--- config.mk ---
export PLATFORM = sky130hd
export DESIGN_NAME = grf_ctrl
export DESIGN_NICKNAME = d
export VERILOG_FILES = /design/src/rtl/core/grf_pkg.sv /design/src/rtl/core/grf_ctrl.sv
export SDC_FILE = /design/constraint.sdc
export NUM_CORES = 1
export LEC_CHECK = 0
export ABC_AREA = 0
export BUFFER_PORTS_ARGS = -buffer_cell sky130_fd_sc_hd__buf_2
export CELL_PAD_IN_SITES_DETAIL_PLACEMENT = 0
export CELL_PAD_IN_SITES_GLOBAL_PLACEMENT = 2
export CORE_MARGIN = 5
export CORE_UTILIZATION = 25
export DETAILED_ROUTE_END_ITERATION = 10
export PLACE_DENSITY_LB_ADDON = 0.1
export SYNTH_ARGS = -nofsm -noshare
export SYNTH_HDL_FRONTEND = slang
export SYNTH_SLANG_ARGS = --single-unit
--- constraint.sdc ---
create_clock -name clk_i -period 2.1 [get_ports clk_i]
set_input_delay 0.42 -clock clk_i [delete_from_list [all_inputs] [get_ports clk_i]]
set_output_delay 0.42 -clock clk_i [all_outputs]
set_load 0.01 [all_outputs]
--- src/rtl/core/grf_pkg.sv ---
// shared types, constants and codes of the glyph renderer
package grf_pkg;

  // default sizes for the top level parameters
  localparam int unsigned FrameBytesDef  = 512;
  localparam int unsigned ColumnBytesDef = 4;
  localparam int unsigned FontBytesDef   = 4096;

  // font header and per-glyph header size in bytes
  localparam int unsigned HdrBytes  = 4;
  // pixels per frame byte
  localparam int unsigned PixPerByte = 8;
  localparam logic [9:0]  CursorMax  = 10'd1023;

  // font pointer wide enough for header base plus 16-bit jump before wrap
  localparam int unsigned FpW = 17;
  // frame address before range check
  localparam int unsigned FaW = 16;

  // field widths
  localparam int unsigned OpW     = 2;
  localparam int unsigned AddrW   = 12;
  localparam int unsigned ByteW   = 8;
  localparam int unsigned CursXW  = 10;
  localparam int unsigned CursYW  = 2;
  localparam int unsigned StatusW = 2;
  localparam int unsigned HeightW = 7;
  localparam int unsigned CfgIdxW = 2;
  localparam int unsigned CfgW    = 8;

  typedef enum logic [OpW-1:0] {
    OP_FONT_WR = 2'd0,
    OP_DRAW    = 2'd1,
    OP_CLEAR   = 2'd2,
    OP_READ    = 2'd3
  } op_e;

  typedef enum logic [StatusW-1:0] {
    ST_OK         = 2'd0,
    ST_NO_FONT    = 2'd1,
    ST_OFF_SCREEN = 2'd2,
    ST_NO_CHAR    = 2'd3
  } status_e;

  typedef enum logic [CfgIdxW-1:0] {
    CFG_FONT_LOADED = 2'd0,
    CFG_FONT_HEIGHT = 2'd1,
    CFG_FIRST_CHAR  = 2'd2,
    CFG_CHAR_COUNT  = 2'd3
  } cfg_idx_e;

  // controller to datapath
  typedef struct packed {
    logic    load_item;
    logic    font_wr;
    logic    clr_start;
    logic    clr_step;
    logic    frm_rd;
    logic    cap_rd;
    logic    hdr_start;
    logic    reduce;
    logic    hdr_step;
    logic    base_start;
    logic    glyph_rd;
    logic    glyph_wr;
    logic    res_load;
    status_e res_status;
    logic    res_adv;
    logic    res_rd;
  } cmd_t;

  // datapath to controller
  typedef struct packed {
    op_e  op;
    logic font_addr_ok;
    logic frame_addr_ok;
    logic loaded;
    logic in_range;
    logic fp_ge;
    logic hdr_done;
    logic count_zero;
    logic fa_oob;
    logic last_byte;
    logic clr_last;
  } sts_t;

endpackage

--- src/rtl/core/grf_ctrl.sv ---
// sequencing state machine of the glyph renderer
module grf_ctrl import grf_pkg::*; (
  input  logic clk_i,
  input  logic rst_ni,
  input  logic in_valid_i,
  output logic in_ready_o,
  output logic out_valid_o,
  input  logic out_ready_i,
  output cmd_t cmd_o,
  input  sts_t sts_i
);

  typedef enum logic [3:0] {
    S_CLEAR,
    S_IDLE,
    S_DECODE,
    S_RDWAIT,
    S_HRED,
    S_HDR,
    S_BASE,
    S_BRED,
    S_GRD,
    S_GWR,
    S_FINISH
  } state_e;

  state_e  state_q, state_d;
  status_e st_q, st_d;
  logic    adv_q, adv_d;
  logic    rd_q, rd_d;
  logic    clr_op_q, clr_op_d;
  logic    out_valid_q, out_valid_d;

  always_comb begin
    cmd_o      = '0;
    in_ready_o = 1'b0;
    state_d    = state_q;
    st_d       = st_q;
    adv_d      = adv_q;
    rd_d       = rd_q;
    clr_op_d   = clr_op_q;

    cmd_o.res_status = st_q;
    cmd_o.res_adv    = adv_q;
    cmd_o.res_rd     = rd_q;

    unique case (state_q)
      S_CLEAR: begin
        cmd_o.clr_step = 1'b1;
        if (sts_i.clr_last) begin
          state_d  = clr_op_q ? S_FINISH : S_IDLE;
          clr_op_d = 1'b0;
        end
      end
      S_IDLE: begin
        in_ready_o = 1'b1;
        if (in_valid_i) begin
          cmd_o.load_item = 1'b1;
          st_d    = ST_OK;
          adv_d   = 1'b0;
          rd_d    = 1'b0;
          state_d = S_DECODE;
        end
      end
      S_DECODE: begin
        unique case (sts_i.op)
          OP_FONT_WR: begin
            cmd_o.font_wr = sts_i.font_addr_ok;
            state_d       = S_FINISH;
          end
          OP_CLEAR: begin
            cmd_o.clr_start = 1'b1;
            clr_op_d        = 1'b1;
            state_d         = S_CLEAR;
          end
          OP_READ: begin
            if (sts_i.frame_addr_ok) begin
              cmd_o.frm_rd = 1'b1;
              rd_d         = 1'b1;
              state_d      = S_RDWAIT;
            end else begin
              st_d    = ST_OFF_SCREEN;
              state_d = S_FINISH;
            end
          end
          OP_DRAW: begin
            if (!sts_i.loaded) begin
              st_d    = ST_NO_FONT;
              state_d = S_FINISH;
            end else if (!sts_i.in_range) begin
              st_d    = ST_NO_CHAR;
              state_d = S_FINISH;
            end else begin
              cmd_o.hdr_start = 1'b1;
              state_d         = S_HRED;
            end
          end
          default: state_d = S_FINISH;
        endcase
      end
      S_RDWAIT: begin
        cmd_o.cap_rd = 1'b1;
        state_d      = S_FINISH;
      end
      S_HRED: begin
        if (sts_i.fp_ge) begin
          cmd_o.reduce = 1'b1;
        end else begin
          state_d = S_HDR;
        end
      end
      S_HDR: begin
        cmd_o.hdr_step = 1'b1;
        if (sts_i.hdr_done) begin
          state_d = S_BASE;
        end
      end
      S_BASE: begin
        cmd_o.base_start = 1'b1;
        state_d          = S_BRED;
      end
      S_BRED: begin
        if (sts_i.fp_ge) begin
          cmd_o.reduce = 1'b1;
        end else if (sts_i.count_zero) begin
          adv_d   = 1'b1;
          state_d = S_FINISH;
        end else begin
          state_d = S_GRD;
        end
      end
      S_GRD: begin
        if (sts_i.fa_oob) begin
          st_d    = ST_OFF_SCREEN;
          state_d = S_FINISH;
        end else begin
          cmd_o.glyph_rd = 1'b1;
          state_d        = S_GWR;
        end
      end
      S_GWR: begin
        cmd_o.glyph_wr = 1'b1;
        if (sts_i.last_byte) begin
          adv_d   = 1'b1;
          state_d = S_FINISH;
        end else begin
          state_d = S_GRD;
        end
      end
      S_FINISH: begin
        if (!out_valid_q || out_ready_i) begin
          cmd_o.res_load = 1'b1;
          state_d        = S_IDLE;
        end
      end
      default: state_d = S_IDLE;
    endcase

    if (cmd_o.res_load) begin
      out_valid_d = 1'b1;
    end else if (out_ready_i) begin
      out_valid_d = 1'b0;
    end else begin
      out_valid_d = out_valid_q;
    end
  end

  always_ff @(posedge clk_i or negedge rst_ni) begin
    if (!rst_ni) begin
      state_q     <= S_CLEAR;
      st_q        <= ST_OK;
      adv_q       <= 1'b0;
      rd_q        <= 1'b0;
      clr_op_q    <= 1'b0;
      out_valid_q <= 1'b0;
    end else begin
      state_q     <= state_d;
      st_q        <= st_d;
      adv_q       <= adv_d;
      rd_q        <= rd_d;
      clr_op_q    <= clr_op_d;
      out_valid_q <= out_valid_d;
    end
  end

  assign out_valid_o = out_valid_q;

`ifndef SYNTHESIS
  a_wr_after_rd: assert property (@(posedge clk_i) disable iff (!rst_ni)
    cmd_o.glyph_wr |-> $past(cmd_o.glyph_rd))
    else $error("glyph write without preceding read");

  a_base_after_hdr: assert property (@(posedge clk_i) disable iff (!rst_ni)
    cmd_o.base_start |-> $past(sts_i.hdr_done))
    else $error("glyph base computed before header complete");

  a_clear_blocks: assert property (@(posedge clk_i) disable iff (!rst_ni)
    cmd_o.clr_step |-> (!in_ready_o && !cmd_o.res_load))
    else $error("transfer or result during frame clear");

  a_offscreen_op: assert property (@(posedge clk_i) disable iff (!rst_ni)
    (cmd_o.res_load && cmd_o.res_status == ST_OFF_SCREEN)
      |-> (sts_i.op == OP_DRAW || sts_i.op == OP_READ))
    else $error("off-screen status on font write or clear");

  a_slot_free: assert property (@(posedge clk_i) disable iff (!rst_ni)
    cmd_o.res_load |-> (!out_valid_o || out_ready_i))
    else $error("result overwrites one not yet taken");
`endif

endmodule

==> results of run 1 <==
[Yosys cell counts (2+ instances only)]
master | number | area (µm²)
a211oi_1 | 2 | 15.0
a211oi_2 | 2 | 25.0
a21o_1 | 3 | 22.5
a21oi_1 | 2 | 10.0
buf_2 | 4 | 20.0
buf_4 | 3 | 22.5
buf_6 | 2 | 22.5
clkbuf_1 | 3 | 11.3
dfrtp_1 | 10 | 250
inv_1 | 5 | 18.8
mux2_1 | 2 | 22.5
nand2_1 | 8 | 30.0
nand2b_1 | 4 | 25.0
nor2_1 | 11 | 41.3
nor2b_1 | 3 | 18.8
nor3_1 | 4 | 20.0
nor4_1 | 5 | 31.3
nor4bb_1 | 2 | 20.0
o21ai_0 | 3 | 15.0
o22ai_1 | 2 | 12.5
o311ai_0 | 2 | 17.5
or3_1 | 3 | 18.8
[critical path: stages (launching register included)]
cell      delay [ns]
dfrtp_1         0.39
nand2b_4        0.16
or3_4           0.39
nor4b_4         0.25
buf_2           0.16
[per-layer routing]
| metal | up-vias | GRT usage, % |
|---|---|---|
| met2 | 23 | 17.9 |
| li1 | 469 | - |
| met4 | 0 | 2.55 |
| met5 | - | 0 |
| met1 | 426 | 15.8 |
| met3 | 2 | 2.73 |
[sequential cells by signal (all words and copies together), names as in the netlist]
name         flops
clr_op_q         1
rd_q             1
st_q             2
state_q          4
adv_q            1
out_valid_o      1
[timing repair]
item,in CTS,in global routing
gates resized for setup,2,5
pin swaps,1,1
endpoints found under the setup margin,2,3
gates cloned,0,0
setup buffers,1,0
[per-stage QoR]
step / worst slack, ns / total power, mW / TNS (ns) / instance area, µm² / util, %
after floorplan: 0.130 / 1.15 / 0 / 907 / -
after global placement: 0.246 / 1.46 / 0 / 1120 / 32.7
after detailed placement: 0.232 / 1.45 / 0 / 1120 / 32.7
after CTS: 0.0164 / 1.61 / 0 / 1160 / 33.9
after global routing: -0.0268 / 1.77 / -0.0534 / 1180 / 34.6
final: 0.0780 / 1.62 / 0 / 1180 / 34.6
[cells by family after synthesis]
| kind of cell | after synthesis |
|---|---|
| AOI/OAI and AO/OA | 26 |
| buffers and inverters | 18 |
| DFF | 10 |
| muxes | 2 |
| and+or+nand+nor | 52 |
[placed cells by master (no fill, tap or decap), types with 3 or more instances in the layout]
master,count
buf_4,8
buf_2,34
nand2b_1,4
nand2_1,7
a21o_1,3
nor2b_1,3
inv_1,5
nor2_1,10
clkbuf_4,3
nor4_1,5
nor3_1,4
o21ai_0,3
dfrtp_1,10
[final timing paths]
check | end | slack (ns) | depth (start not counted)
setup / recovery | cmd_o[15] | 0.08 | 4
hold / removal | state_q[0] | 0.01 | 1
setup reg to reg | state_q[1] | 0.18 | 6
hold reg to reg | rd_q | 0.47 | 1
max in group asynchronous | state_q[3] | 1.90 | 1
min in group clk_i | out_valid_o | 0.46 | 3
[final cells by class]
class	instances	area (µm²)
Tap cell	46	57.6
Inverter	6	22.5
Fill cell	381	2230
Multi-Input combinational cell	80	587
Sequential cell	10	250
Clock buffer	3	22.5
Timing Repair Buffer	43	241
[where the power goes]
| part | internal, mW | switching [mW] |
|---|---|---|
| Sequential | 0.282 | 0.0674 |
| Combinational | 0.521 | 0.624 |
| Clock | 0.0657 | 0.0568 |
==> run metrics, run 1 <==
top routing layer in use=met4; kind of critical path=reg -> out; syn_area_per_cell=8.40 µm²; cell count after placement=between 150 and 200; Worst-Margin Slew=0.380 ns; final worst-path cycle share=just under 100%; xor-xnor portion of the synthesized cell area=0%; Tmin final=between 2 and 2.5 ns; via/cell ratio=between 4 and 5; die width=between 70 and 80 µm; status=finished, final reports clean; met2 wire length=~1300 µm; area grow syn2layout=30.2%; Port Buffer Count=34; Final setup viols=0; endpoint type of the worst setup path=primary output; Fmax=between 0.4 and 0.5 GHz; share of layout cells above drive strength 1=40.1%; Rows=21; multiplexer area fraction after synthesis=under 10%; Worst R2R Start=state_q[0]; Synth Area in Adders=0%; CTS sink count=10; Pre-antenna DRT Iters=4; Die Ht=roughly 70 µm; Final Hold Vio Count=0; All-Layer GR Usage=a little under an eighth; Core Area=about 3400 µm²; DP HPWL=2270 µm; detailed-route DRC error count=0; largest net degree at the start of global routing=13; synth warn=0; class of the worst hold path=in -> async; PwrDens=approximately 1400 nW/µm²; Synth Flop Type=dfrtp_1; M1 WL=1350 µm; Mapped Nets=approximately 120; max-cap violations=0; Seq/Total Area, Yosys=~28%; final hold slack=around 0.013 ns; largest family of logic cells by synthesized area=simple AND/OR/NAND/NOR gates; DIE AREA=~5000 µm²; Syn Std Cell Area=just over 900 µm²; Max H-tree Level=1; Layout Nets=160; Worst Path Arrival=~1.6 ns; Hold-fix buffers, CTS=0; maximum vdd drop=a little over 0.0005 V; Netlist cell types=45; non-filler cells, final=188; clk root buf=clkbuf_4; worst setup path start=state_q[0]; via count=around 900; Routed Antenna Nets=0; RSZ-0062 raised after global routing=yes; initial antenna violation count=0; Synth Area in Compound Gates=roughly 25%; gr ovfl total=0; Final Skew=around 0.0024 ns; worst path required time=about 1.7 ns; Worst-Skew Late Latency=between 0.2 and 0.3 ns; Static Leak=around 0.58 nW; max-slew violations=0; Starting Density=a little over a quarter; Simple-Gate Fraction of Synth Area=roughly a third; TritonCTS Buffers=3; Post-synth EDFFs=0; # IOs=35; synthesized netlist cell count=~110; DR WL met3=79 µm; n_diodes=0; drt total wl=approximately 2700 µm; Yosys reg bits=10; Routed wire per std cell=14.5 µm; Slew headroom=74.7%; clock-pin slew on the worst setup and hold paths=about 0.060 ns; Critical Path Fanout Max=7; first-pass GRT wire length=4570 µm; CP Launch Type=flop; clock tree buffer depth=2; ys async rst share=100%; routability cong.=a little under 0.8; initial detailed-routing violation count=slightly below 50; CTS tree=done; vias in the first global route=slightly above 900
Power figures use the tool's default switching activity.
==> inputs of run 2 (changes only) <==
- RECOVER_POWER: default -> 25
==> run 2 against run 1 <==
Compared with the run above:
- sequential share of layout area about the same
- global-route usage unchanged
- clock skew unchanged
- highest routed layer unchanged
- first-iteration DRC count unchanged
- cell count unchanged
- via count unchanged
- largest cell class unchanged
- clock power about the same
==> run metrics, run 2 (synthesis results as in run 1) <==
kind of critical path=reg -> out; clock-pin slew on the worst setup and hold paths=0.06 ns (about the same); Static Leak=0.574 nW (-0.48%); clock share of power=7.6% (about the same); Tmin final=2.02 ns (unchanged); All-Layer GR Usage=11.4% (unchanged); Layout Nets=160 (unchanged); routability cong.=0.773 (unchanged); CTS tree=done; TritonCTS Buffers=3 (unchanged); most frequent cells in the layout=buf_2, nor2_1, dfrtp_1; endpoint type of the worst setup path=primary output; first-pass GRT wire length=4570 µm (unchanged); status=finished, final reports clean; detailed-route DRC error count=0 (unchanged); maximum vdd drop=0.000520 V (about the same); via count=920 (unchanged); Final setup viols=0 (unchanged); Die Ht=70.2 µm (unchanged); Routed Antenna Nets=0 (unchanged); Max H-tree Level=1 (unchanged); Top reg by flops=state_q; DIE AREA=4930 µm² (unchanged); CP Launch Type=flop; initial detailed-routing violation count=49 (unchanged); area grow syn2layout=30.1%; PwrDens=1370 nW/µm² (+0.10%); Pre-antenna DRT Iters=4 (unchanged); max reg flops=4 (unchanged); Rows=21 (unchanged); final worst-path cycle share=96.3% (unchanged); register share of total power=21.6% (about the same); Slew headroom=64.8% (-9.9 points); worst path required time=1.68 ns (about the same); # IOs=35 (unchanged); Critical Path Fanout Max=7 (unchanged); crit-path max cell delay=0.39 ns (about the same); combinational share of power=70.8% (about the same); Total Power=1.62 mW (about the same); largest net degree at the start of global routing=13 (unchanged); Fmax=0.495 GHz (unchanged); internal power=0.869 mW (about the same); Starting Density=26.6% (unchanged); gr ovfl total=0 (unchanged); Worst Path Arrival=1.60 ns (about the same); Core Area=3420 µm² (unchanged); clock tree buffer depth=2 (unchanged); Final Worst Setup Slack=0.0780 ns (unchanged); die width=70.2 µm (unchanged); n_diodes=0 (unchanged); max-cap violations=0 (unchanged); worst-path cell with the longest stage delay=dfrtp_1; drt total wl=2720 µm (about the same); Worst-Margin Slew=0.528 ns (+0.149 ns); worst path cell trace=nand2b_4 > or3_4 > nor4b_4 > buf_2; class of the worst hold path=in -> async; biggest regs=state_q (4), st_q (2); NetSw=0.748 mW (about the same); RSZ-0062 raised after global routing=yes; initial antenna violation count=0 (unchanged); share of layout cells above drive strength 1=39.4% (-0.70 points); Hold-fix buffers, CTS=0 (unchanged); via/cell ratio=4.89 (unchanged); clk root buf=clkbuf_4; Port Buffer Count=34 (unchanged); vias in the first global route=921 (unchanged); Final Skew=0.00236 ns (unchanged); max-slew violations=0 (unchanged); CTS sink count=10 (unchanged); Sw Ratio=46.3% (about the same); Routed wire per std cell=14.5 µm (about the same); Final Hold Vio Count=0 (unchanged); Worst-Skew Late Latency=0.25 ns (about the same); DP HPWL=2270 µm (unchanged); dpl ws=0.232 ns (unchanged); most common cell after layout, fill and taps aside=buf_2
-- run 2: final timing paths --
| kind | startpoint | to | slack [ns] | cells after the start |
|---|---|---|---|---|
| worst max-delay path | state_q[0] | cmd_o[15] | 0.08 | 4 |
| worst min-delay path | rst_ni | state_q[0] | 0.11 | 1 |
| worst max register to register | state_q[0] | state_q[1] | 0.18 | 6 |
| worst min register to register | rd_q | rd_q | 0.47 | 1 |
| max in group asynchronous | rst_ni | state_q[3] | 1.64 | 1 |
| min in group clk_i | out_ready_i | out_valid_o | 0.46 | 3 |
-- run 2: repair_timing --
action | 4_1_cts | 5_1_grt
pin swaps | 1 | 1
setup buffers | 1 | 0
setup endpoints to repair | 2 | 3
resized for setup | 2 | 5
-- run 2: worst max-delay path: cells and delay by family (launching register included) --
kind | cells | cell delay (ns)
buf+inv | 1 | 0.16
flops | 1 | 0.39
simple gates | 3 | 0.80
-- run 2: area by class of cell --
class | count | area [µm²]
fillers | 382 | 2240
multi-input cells | 80 | 587
flip-flops and latches | 10 | 250
repair buffers | 43 | 240
well taps | 46 | 57.6
clock buffers | 3 | 22.5
inverters | 6 | 22.5
-- run 2: routing by layer --
layer,up-vias,share of wire (%),track usage [%]
met4,0,0.77,2.55
met3,2,2.9,2.73
met2,23,47,17.9
met1,426,49,15.8
met5,-,0,0
li1,469,-,-
-- run 2: power groups by stage --
stage               sequential (mW)  combinational (mW)  clock (mW)
global route                  0.362                1.27       0.142
finish                        0.350                1.15       0.123
global placement              0.353                1.10           0
CTS                           0.349                1.13       0.130
floorplan                     0.351               0.795           0
detailed placement            0.352                1.09           0
-- run 2: per-stage QoR --
step / cell area (µm²) / hold WS, ns / utilization, % / TNS [ns] / cells
finish: 1180 / 0.112 / 34.5 / 0 / 188
global route: 1180 / 0.150 / 34.5 / -0.0534 / 188
CTS: 1160 / 0.0113 / 33.9 / 0 / 188
detailed placement: 1120 / 0.292 / 32.7 / 0 / 184
global placement: 1120 / 0.291 / 32.7 / 0 / 184
floorplan: 907 / 0.124 / - / 0 / 108
